File: src/hw/rtl/wpc_pkg.sv
package wpc_pkg;

    localparam int SAMPLE_W = 32;
    localparam int TS_W     = 32;
    localparam int MEAN_W   = 32;
    localparam int DEV_W    = 25;   // (sample - mean) / 256, floor
    localparam int SUM_W    = 45;   // running sum, sized for the deepest ring
    localparam int SX_W     = 62;   // Sxx, Syy and |Sxy|
    localparam int SXY_W    = 63;
    localparam int WIDE_W   = 124;  // Sxx * Syy and the divider remainder
    localparam int DIVN_W   = 45;
    localparam int QUO_W    = 45;
    localparam int STEP_W   = 6;
    localparam int MUL_W    = 32;
    localparam int PROD_W   = 64;
    localparam int CORR_W   = 16;
    localparam int PAIR_W   = 7;

    localparam logic [STEP_W-1:0] MEAN_STEPS  = STEP_W'(DIVN_W);
    localparam logic [STEP_W-1:0] RATIO_STEPS = STEP_W'(31);
    localparam logic [3:0]        SQRT_TOP    = 4'd15;
    localparam logic [CORR_W-1:0] CORR_MAX    = 16'h7fff;

    typedef enum logic [1:0] {
        ACT_ADD   = 2'd0,
        ACT_CORR  = 2'd1,
        ACT_CLEAR = 2'd2,
        ACT_NONE  = 2'd3
    } action_t;

    typedef struct packed {
        action_t                     action;
        logic [3:0]                  channel;
        logic [3:0]                  other_channel;
        logic [TS_W-1:0]             timestamp;
        logic signed [SAMPLE_W-1:0]  sample;
    } wpc_req_t;

    typedef struct packed {
        logic signed [CORR_W-1:0] correlation;
        logic [PAIR_W-1:0]        pair_count;
        logic                     computed;
    } wpc_rsp_t;

    typedef struct packed {
        logic              start;
        logic              skip_first_shift;
        logic [STEP_W-1:0] steps;
    } div_req_t;

    typedef enum logic [4:0] {
        ST_IDLE,
        ST_CLEAR,
        ST_ADD_CHK,
        ST_ADD_FRD,
        ST_ADD_FDROP,
        ST_ADD_PUSH,
        ST_ADD_ARD,
        ST_ADD_AGE,
        ST_ADD_DSTART,
        ST_ADD_DIV,
        ST_ADD_WB,
        ST_COR_X,
        ST_COR_Y,
        ST_COR_CHK,
        ST_P_RDX,
        ST_P_RDY,
        ST_P_DY,
        ST_P_MXY,
        ST_P_MXX,
        ST_P_MYY,
        ST_P_ACC,
        ST_Z_CHK,
        ST_BM_ISSUE,
        ST_BM_ACC,
        ST_RAT_START,
        ST_RAT_DIV,
        ST_SQ_ISSUE,
        ST_SQ_CMP,
        ST_RESULT
    } state_t;

    function automatic logic signed [DEV_W-1:0] deviation(
        input logic signed [SAMPLE_W-1:0] s,
        input logic signed [MEAN_W-1:0]   m
    );
        logic signed [SAMPLE_W:0] d;
        d = $signed({s[SAMPLE_W-1], s}) - $signed({m[MEAN_W-1], m});
        return d[SAMPLE_W:8];
    endfunction

    function automatic logic [DEV_W-1:0] dev_mag(input logic signed [DEV_W-1:0] d);
        return d[DEV_W-1] ? DEV_W'(-d) : DEV_W'(d);
    endfunction

endpackage

File: src/hw/rtl/wpc_mul.sv
module wpc_mul (
    input  logic                       clk,
    input  logic [wpc_pkg::MUL_W-1:0]  a,
    input  logic [wpc_pkg::MUL_W-1:0]  b,
    output logic [wpc_pkg::PROD_W-1:0] prod
);
    import wpc_pkg::*;

    logic [PROD_W-1:0] prod_reg;

    always_ff @(posedge clk)
    begin
        prod_reg <= PROD_W'(a) * PROD_W'(b);
    end

    assign prod = prod_reg;

endmodule

File: config.mk
export PLATFORM = sky130hd
export DESIGN_NAME = wpc_mul
export DESIGN_NICKNAME = d
export VERILOG_FILES = /design/src/hw/rtl/wpc_pkg.sv /design/src/hw/rtl/wpc_mul.sv
export SDC_FILE = /design/constraint.sdc
export NUM_CORES = 2
export LEC_CHECK = 0
export ABC_AREA = 1
export BUFFER_PORTS_ARGS = -buffer_cell sky130_fd_sc_hd__buf_2
export CORE_ASPECT_RATIO = 0.5
export CORE_MARGIN = 2
export CORE_UTILIZATION = 60
export DETAILED_ROUTE_END_ITERATION = 7
export HOLD_SLACK_MARGIN = 0.12
export MAX_ROUTING_LAYER = met4
export PLACE_DENSITY_LB_ADDON = 0.15
export RECOVER_POWER = 100
export SLEW_MARGIN = 15
export SYNTH_ARGS = -nofsm -noshare
export SYNTH_HDL_FRONTEND = slang
export SYNTH_SLANG_ARGS = --single-unit
File: constraint.sdc
create_clock -name clk -period 12.49 [get_ports clk]
set_clock_uncertainty 0.1 [all_clocks]
set_input_delay 1.249 -clock clk [delete_from_list [all_inputs] [get_ports clk]]
set_output_delay 1.249 -clock clk [all_outputs]
set_load 0.1 [all_outputs]
==> results.txt <==
area leader, netlist: fa_1
most common cell after layout, fill and taps aside: inv_1
post-CTS sizing: 0
DR pass1 iterations: 5
initial antenna violation count: 3
status: complete, but fails checks
Clock transition at path regs: 0.06 ns
DR iter-0 viols: 2489
vias: 30000
final slew viol count: 66
Area Growth Syn to Fin: 2.96%
Post-DP HPWL: 91.6 mm
Worst Max-Slew Pin Slew: 2.14 ns
critical path endpoint category: flop
Mapped Area: 0.0374 mm²
Synth area leaders: fa_1, inv_1, nand2_1
Syn Nets: 6247
worst-path fanout max: 32
port bufs: 128
postcts setup bufs: 0
DIE AREA: 0.0645 mm²
critical path startpoint category: input pin
H-tree levels: 3
max-cap violations: 2
DIE WIDTH: 357 µm
final period utilization: 71.9%
total global routing overflow: 0
drt total wl: 112 mm
Worst EP required: 12.60 ns
CTS root buf: clkbuf_16
minimum clock period: 8.98 ns
hold depth: 4
critical hold path startpoint: a[0]
Hold Path Class: in2reg
gate count after technology mapping: 5023
vias in the first global route: 32300
synth unique cells: 23
core area: 0.0613 mm²
Clock Sinks: 64
Starting Density: 61.0%
GP Congestion: 1.00
Worst Path Arrival: 9.10 ns
max reg flops: 64
CTS Buf Count: 9
post-synthesis async set-or-reset flop share: 0%
final number of setup-violating endpoints: 0
normalized max-slew margin: -42.4%
I/O Pins: 129
sequential fraction of the synthesis area: 3.43%
row count: 64
wire per inst: 19.3 µm
layout cells sized above 1: 2.27%
CTS Buffer Depth: 2
most frequent cells in the layout: inv_1, nand2_1, fa_1, ha_1, nor2_1
GRT Overall Usage: 38.0%
synthesized area per cell: 7.45 µm²
kind of critical path: in2reg
unrepaired setup endpoints after global routing: no
Post-synth EDFFs: 0
pin count of the biggest net entering global routing: 33
Ys Warns: 0
#FFs+latches synth: 64
hold buffer count at cts: 0
WHS Endpoint: prod[0]
DRC Markers: 0
final net count: 6199
first-pass GRT wire length: 180 mm
ANT nets after route: 0
Die Y-Extent: 181 µm
Fmax: 111 MHz
total negative slack for setup checks: 0 ns
CTS tree: yes
final hold vios: 0
Most used DFF post-synth: dfxtp_1
Avg Vias per Cell: 5.17
top-area cell type share of the netlist area: 48.0%
failing checks: capacitance limit, slew limit
==> cells by family (layout without fill, tap and decap cells) <==
kind of cell,Yosys count,in the layout,synth area share (%)
buffers and inverters,1927,1884,19.3
DFF,64,64,3.43
xor gates and xnor gates,35,35,0.820
other,0,2,0
AOI/OAI and AO/OA,57,57,0.853
and+or+nand+nor,1781,1781,18.8
adders and majority gates,1159,1159,56.8
==> how the worst max path moves through the flow <==
stage | to | slack (ns) | depth (start not counted) | start
after detailed placement | prod[51] | 3.97 | 25 | b[8]
after CTS | prod[51] | 4.30 | 25 | b[8]
after global placement | prod[51] | 3.94 | 25 | b[8]
after floorplan | prod[60] | 5.33 | 26 | a[25]
final | prod[32] | 3.51 | 21 | a[2]
after global routing | prod[50] | 3.21 | 24 | a[2]
==> per-stage QoR <==
step | instances | utilization (%) | instance area [µm²] | hold WS [ns] | worst slack [ns]
3_3_place_gp | 5789 | 62.6 | 38400 | 1.70 | 3.94
4_1_cts | 5805 | 63.1 | 38700 | 1.37 | 4.30
5_1_grt | 5807 | 62.8 | 38500 | 1.41 | 3.21
3_5_place_dp | 5789 | 62.6 | 38400 | 1.70 | 3.97
6_report | 5807 | 62.8 | 38500 | 1.38 | 3.51
2_1_floorplan | 5023 | - | 37400 | 1.25 | 5.33
==> synthesized netlist by cell type, types with 9 or more instances <==
library cell / count
nor2_1: 81
nand3_1: 56
fa_1: 896
nor3_1: 11
inv_2: 12
dfxtp_1: 64
nand4_1: 16
a21oi_1: 43
nand2_2: 15
inv_1: 1723
o21bai_1: 11
nand3_2: 9
nand2_1: 1566
xor2_1: 33
ha_1: 263
nor2_2: 14
clkbuf_1: 192
==> routing by layer <==
layer	up-vias	part of all wire, %	global-route usage (%)
met5	-	0	-
met3	146	13	12.1
met2	1428	43	56.1
met1	14900	42	52.1
met4	0	1.6	6.91
li1	13500	-	-
==> cell type report <==
class | count | area [µm²]
sequential | 64 | 1280
tap | 825 | 1030
clock inverter | 6 | 92.6
multi-input combinational | 3032 | 28800
antenna | 2 | 5.00
timing repair buffer | 133 | 596
inverter | 1735 | 6510
fill | 5680 | 22800
clock buffer | 10 | 229
==> worst max-delay path: stages <==
cell      delay, ns
clkbuf_1       1.49
nand2_1        0.24
fa_1           0.58
fa_1           0.49
inv_1          0.06
fa_1           0.52
fa_1           0.46
fa_1           0.56
fa_1           0.44
fa_1           0.65
fa_1           0.55
ha_1           0.41
nand2_1        0.13
nor2_1         0.15
inv_1          0.08
nor2_1         0.18
inv_1          0.12
o21bai_2       0.17
inv_1          0.05
nand2_1        0.13
xor2_1         0.37
Power is not shown: default switching activity piles up to over one toggle a cycle in this logic, so the estimate is an artifact.
