<file path="src/hw/rtl/wpc_pkg.sv">
package wpc_pkg;

    localparam int SAMPLE_W = 32;
    localparam int TS_W     = 32;
    localparam int MEAN_W   = 32;
    localparam int DEV_W    = 25;   // (sample - mean) / 256, floor
    localparam int SUM_W    = 45;   // running sum, sized for the deepest ring
    localparam int SX_W     = 62;   // Sxx, Syy and |Sxy|
    localparam int SXY_W    = 63;
    localparam int WIDE_W   = 124;  // Sxx * Syy and the divider remainder
    localparam int DIVN_W   = 45;
    localparam int QUO_W    = 45;
    localparam int STEP_W   = 6;
    localparam int MUL_W    = 32;
    localparam int PROD_W   = 64;
    localparam int CORR_W   = 16;
    localparam int PAIR_W   = 7;

    localparam logic [STEP_W-1:0] MEAN_STEPS  = STEP_W'(DIVN_W);
    localparam logic [STEP_W-1:0] RATIO_STEPS = STEP_W'(31);
    localparam logic [3:0]        SQRT_TOP    = 4'd15;
    localparam logic [CORR_W-1:0] CORR_MAX    = 16'h7fff;

    typedef enum logic [1:0] {
        ACT_ADD   = 2'd0,
        ACT_CORR  = 2'd1,
        ACT_CLEAR = 2'd2,
        ACT_NONE  = 2'd3
    } action_t;

    typedef struct packed {
        action_t                     action;
        logic [3:0]                  channel;
        logic [3:0]                  other_channel;
        logic [TS_W-1:0]             timestamp;
        logic signed [SAMPLE_W-1:0]  sample;
    } wpc_req_t;

    typedef struct packed {
        logic signed [CORR_W-1:0] correlation;
        logic [PAIR_W-1:0]        pair_count;
        logic                     computed;
    } wpc_rsp_t;

    typedef struct packed {
        logic              start;
        logic              skip_first_shift;
        logic [STEP_W-1:0] steps;
    } div_req_t;

    typedef enum logic [4:0] {
        ST_IDLE,
        ST_CLEAR,
        ST_ADD_CHK,
        ST_ADD_FRD,
        ST_ADD_FDROP,
        ST_ADD_PUSH,
        ST_ADD_ARD,
        ST_ADD_AGE,
        ST_ADD_DSTART,
        ST_ADD_DIV,
        ST_ADD_WB,
        ST_COR_X,
        ST_COR_Y,
        ST_COR_CHK,
        ST_P_RDX,
        ST_P_RDY,
        ST_P_DY,
        ST_P_MXY,
        ST_P_MXX,
        ST_P_MYY,
        ST_P_ACC,
        ST_Z_CHK,
        ST_BM_ISSUE,
        ST_BM_ACC,
        ST_RAT_START,
        ST_RAT_DIV,
        ST_SQ_ISSUE,
        ST_SQ_CMP,
        ST_RESULT
    } state_t;

    function automatic logic signed [DEV_W-1:0] deviation(
        input logic signed [SAMPLE_W-1:0] s,
        input logic signed [MEAN_W-1:0]   m
    );
        logic signed [SAMPLE_W:0] d;
        d = $signed({s[SAMPLE_W-1], s}) - $signed({m[MEAN_W-1], m});
        return d[SAMPLE_W:8];
    endfunction

    function automatic logic [DEV_W-1:0] dev_mag(input logic signed [DEV_W-1:0] d);
        return d[DEV_W-1] ? DEV_W'(-d) : DEV_W'(d);
    endfunction

endpackage

</file>
<file path="src/hw/rtl/wpc_div.sv">
module wpc_div (
    input  logic                       clk,
    input  logic                       rst_n,
    input  wpc_pkg::div_req_t          req,
    input  logic [wpc_pkg::WIDE_W-1:0] rem_init,
    input  logic [wpc_pkg::DIVN_W-1:0] num_init,
    input  logic [wpc_pkg::WIDE_W-1:0] den,
    output logic                       done,
    output logic [wpc_pkg::QUO_W-1:0]  quo
);
    import wpc_pkg::*;

    logic              active_reg;
    logic              done_reg;
    logic              first_reg;
    logic              skip_reg;
    logic [STEP_W-1:0] cnt_reg;
    logic [WIDE_W-1:0] rem_reg;
    logic [WIDE_W-1:0] den_reg;
    logic [DIVN_W-1:0] num_reg;
    logic [QUO_W-1:0]  quo_reg;

    logic              shift;
    logic [WIDE_W-1:0] rem_sh;
    logic              ge;

    always_comb
    begin
        shift  = !(first_reg && skip_reg);
        rem_sh = shift ? {rem_reg[WIDE_W-2:0], num_reg[DIVN_W-1]} : rem_reg;
        ge     = rem_sh >= den_reg;
    end

    always_ff @(posedge clk or negedge rst_n)
    begin
        if (!rst_n)
        begin
            active_reg <= 1'b0;
            done_reg   <= 1'b0;
        end
        else if (req.start)
        begin
            active_reg <= 1'b1;
            done_reg   <= 1'b0;
        end
        else if (active_reg)
        begin
            active_reg <= cnt_reg != STEP_W'(1);
            done_reg   <= cnt_reg == STEP_W'(1);
        end
        else
        begin
            done_reg <= 1'b0;
        end
    end

    always_ff @(posedge clk)
    begin
        if (req.start)
        begin
            rem_reg   <= rem_init;
            num_reg   <= num_init;
            den_reg   <= den;
            quo_reg   <= '0;
            cnt_reg   <= req.steps;
            first_reg <= 1'b1;
            skip_reg  <= req.skip_first_shift;
        end
        else if (active_reg)
        begin
            rem_reg   <= ge ? rem_sh - den_reg : rem_sh;
            num_reg   <= shift ? {num_reg[DIVN_W-2:0], 1'b0} : num_reg;
            quo_reg   <= {quo_reg[QUO_W-2:0], ge};
            cnt_reg   <= cnt_reg - STEP_W'(1);
            first_reg <= 1'b0;
        end
    end

    assign done = done_reg;
    assign quo  = quo_reg;

endmodule

</file>
<file path="config.mk">
export PLATFORM = sky130hd
export DESIGN_NAME = wpc_div
export DESIGN_NICKNAME = d
export VERILOG_FILES = /design/src/hw/rtl/wpc_pkg.sv /design/src/hw/rtl/wpc_div.sv
export SDC_FILE = /design/constraint.sdc
export NUM_CORES = 1
export LEC_CHECK = 0
export BUFFER_PORTS_ARGS = -buffer_cell sky130_fd_sc_hd__buf_4
export CORE_ASPECT_RATIO = 1.75
export CORE_MARGIN = 3
export CORE_UTILIZATION = 45
export DETAILED_ROUTE_END_ITERATION = 7
export GPL_ROUTABILITY_DRIVEN = 1
export HOLD_SLACK_MARGIN = 0.15
export PLACE_DENSITY_LB_ADDON = 0.12
export SLEW_MARGIN = 40
export SYNTH_ARGS = -nofsm -noshare
export SYNTH_HDL_FRONTEND = slang
export SYNTH_SLANG_ARGS = --single-unit
</file>
<file path="constraint.sdc">
create_clock -name clk -period 6.4 [get_ports clk]
set_input_delay 0.64 -clock clk [delete_from_list [all_inputs] [get_ports clk]]
set_output_delay 0.64 -clock clk [all_outputs]
set_load 0.05 [all_outputs]
</file>
==> impl_metrics.py <==
metrics = {
    "status": {
        "status": "finished, final reports clean",
    },
    "worst_setup_path": {
        "slowest_stage": "a2111oi_4",
        "crit_chain": "nand2_4, mux2i_1, ha_1, inv_1, fa_1, a21o_1, a221o_1, a221oi_4, o221ai_2, a2111oi_4, o21ai_2, a211oi_4, o41ai_1, buf_4, a21bo_4, buf_12, buf_4, nor2_1, a21oi_1, mux2_2",
        "path_class": "reg -> reg",
        "worstPathArrival_ns": 6.06,
        "path_max_fanout": 22,
        "cp_top_family": "compound AO/OA/AOI/OAI gates",
        "critPathCaptureType": "flip-flop",
        "slowest_delay_ns": 0.53,
        "worst-path-buf-inv": 4,
        "critPathLaunchType": "flip-flop",
        "cp_common_cell": "buf_4",
        "required_ns": 6.71,
    },
    "sta": {
        "fin_crit_sh_pct": 89.8,
        "fin_worst_skew_ns": 0.0167,
        "setup_viol": 0,
        "hold_violations": 0,
        "rsz0062_at_grt": "no",
        "slew_headroom_pct": 38.5,
        "timing.fmax_ghz": 0.174,
        "min_period_ns": 5.75,
        "whs_ns": 0.253,
        "worst_slew_pin_slew_ns": 0.915,
        "setup-tns-final_ns": 0,
        "maxSlewViolCount": 0,
    },
    "grt": {
        "grt_max_degree": 103,
        "grt_pass1_vias": 21300,
        "grt_pass1_wl_um": 117000,
        "grt.total_usage_pct": 25.7,
        "grt_overflow_total": 0,
        "antenna_found_initial": 2,
    },
    "clocking": {
        "post_cts_buffers": 0,
        "cts_resized": 0,
        "cts_hold_buf": 1,
        "cts_tree": "built",
        "cts.sinks": 348,
        "clk_latency_ns": 0.56,
        "root_buffer": "clkbuf_16",
        "clk_path_buf_depth": 3,
        "h-tree-depth": 2,
        "clkTransAtPathRegs_ns": 0.07,
        "cts_made_buffers": 36,
    },
    "floorplanning": {
        "start_util_pct": 45.7,
        "die_x_um": 182,
        "core-area_mm2": 0.0537,
        "die_h_um": 315,
        "die_area_mm2": 0.0574,
        "row_count": 112,
        "io-pin-count": 349,
    },
    "synthesis": {
        "ys_seq_area_share_pct": 40.7,
        "netlist.area_leader.share_pct": 36.7,
        "synth.area.top_cells": "edfxtp_1 (37%), mux2_2 (8.4%), ha_1 (6.4%), a21oi_1 (5.1%), mux2i_1 (5.1%)",
        "synth_flop_cell": "edfxtp_1",
        "synth_cells": 2611,
        "synth_edf_count": 300,
        "async_flop_share_pct": 0.575,
        "yosysTopAreaCell": "edfxtp_1",
        "synth_cell_type_count": 76,
        "synthesis.area_mm2": 0.0245,
        "ys_warn_count": 0,
        "avgSynthCellArea_um2": 9.39,
        "syn_nets": 3041,
        "synth-seq-cells": 348,
    },
    "routing": {
        "drcViolationCount": 0,
        "drt_first_iter_violations": 1233,
        "ant_nets": 0,
        "avgRoutedWirePerCell_um": 21.2,
        "wirelength_um": 76200,
        "vias": 20500,
        "drtPass1Iterations": 5,
        "via_per_inst": 5.70,
    },
    "final_layout": {
        "layout.nets": 3308,
        "layout-drive-gt1-share_pct": 23.1,
        "instances_no_fill": 3590,
        "area_growth_pct": 18.0,
    },
    "place": {
        "dp_hpwl_um": 60500,
        "dp.cells": 3523,
        "numPortBuffers": 348,
        "place.gp.congestion": 1.00,
    },
    "run": {
        "cap_violations": 0,
    },
    "pwr": {
        "p_per_area_mw_per_mm2": 480,
        "power_leakage_nw": 12.7,
        "peakVddDrop_uv": 265,
    },
    "min_path": {
        "hp-class": "in -> reg",
    },
}
[worst paths after layout]
| check | startpoint | endpoint | slack (ns) | cells after the start |
|---|---|---|---|---|
| hold reg to reg | quo[44] | quo[44] | 0.50 | 2 |
| max in group asynchronous | rst_n | active_reg | 5.90 | 2 |
| hold / removal | den[7] | den_reg[7] | 0.25 | 1 |
| setup / recovery | skip_reg | rem_reg[16] | 0.65 | 20 |
| setup reg to reg | skip_reg | rem_reg[16] | 0.65 | 20 |
| min in group asynchronous | rst_n | active_reg | 0.40 | 2 |
[synth_stat cells (4+ instances only)]
cell        n
mux2i_1   125
nor2b_1    15
nand2b_1   12
nand4_1    72
buf_1      13
nor4_1      5
a21o_1     69
a31oi_1    14
nand3_1    21
buf_2      14
a211oi_1   12
edfxtp_1  300
a221oi_1    6
o41ai_1     5
or3_1      12
a21oi_1   251
xnor2_1    85
nor3_1     41
xor2_1     30
or2_2       5
mux2_2    184
o211ai_1    7
and3_1     11
a21boi_0   11
nor2_1    203
o21a_1     11
and2_1      4
dfxtp_1    46
o31ai_1    14
and4_1      4
mux2_4      5
o21ai_0   165
ha_1      126
nand2_1   198
o21ai_1    26
clkbuf_1  132
o21bai_1   43
nor3b_1     6
inv_1     245
[report_power, final]
part | internal (W) | switching, W
Sequential | 0.00316 | 0.000255
Combinational | 0.00337 | 0.00497
Clock | 0.00117 | 0.000964
[routing by layer]
metal  share of wire [%]  up-vias  wire (µm)  GRT usage (%)
met5                   0        -          0              0
met4                 5.8        0       4410           13.2
met3                 3.9      193       2990           2.62
met2                  54      624      41300           49.6
met1                  36     9750      27500           27.1
li1                    -     9895          -              -
[per-stage QoR]
stage | utilization, % | setup WS (ns) | power (W) | cell area, µm²
6_report | 53.9 | 0.655 | 0.0139 | 29000
2_1_floorplan | - | 0.900 | 0.00934 | 24500
5_1_grt | 53.9 | 0.343 | 0.0149 | 29000
3_3_place_gp | 51.7 | 0.644 | 0.0116 | 27800
4_1_cts | 53.9 | 0.663 | 0.0139 | 28900
3_5_place_dp | 51.7 | 0.687 | 0.0117 | 27800
[logic make-up (layout without fill, tap and decap cells)]
kind of cell               Yosys count  count (layout)  synth area share, %
adders and majority gates          127             127                 6.51
muxes                              315             315                 13.9
other                                0               2                    0
buffers and inverters              410             703                 6.45
xor gates and xnor gates           115             115                 4.11
and+or+nand+nor                    618             618                 11.5
AOI/OAI and AO/OA                  678             678                 16.8
DFF                                348             348                 40.7
[cells in the final DEF (no fill, tap or decap), types with 26 or more instances in the layout]
cell,count
mux2i_1,125
xor2_1,30
buf_4,385
mux2_2,184
o21bai_1,43
nand4_1,72
a21oi_1,251
a21o_1,69
o21ai_1,26
dfxtp_1,46
edfxtp_1,300
clkbuf_16,37
nand2_1,197
inv_1,244
ha_1,126
nor2_1,203
nor3_1,41
xnor2_1,85
o21ai_0,165
[worst reg2reg max path: stages, from the launching register on]
cell and delay (ns):
edfxtp_1 0.42, nand2_4 0.29, mux2i_1 0.28, ha_1 0.22
inv_1 0.06, fa_1 0.39, a21o_1 0.22, a221o_1 0.39
a221oi_4 0.36, o221ai_2 0.29, a2111oi_4 0.53, o21ai_2 0.16
a211oi_4 0.45, o41ai_1 0.13, buf_4 0.16, a21bo_4 0.31
buf_12 0.20, buf_4 0.21, nor2_1 0.11, a21oi_1 0.06
mux2_2 0.26
[area by class of cell]
type,instances,area (µm²)
sequential,348,9980
multi-input combinational,1853,13000
clock inverter,23,214
clock buffer,41,952
antenna,2,5.00
inverter,246,926
fill,5025,24700
tap,684,856
timing repair buffer,393,3030
Power figures use the tool's default switching activity.
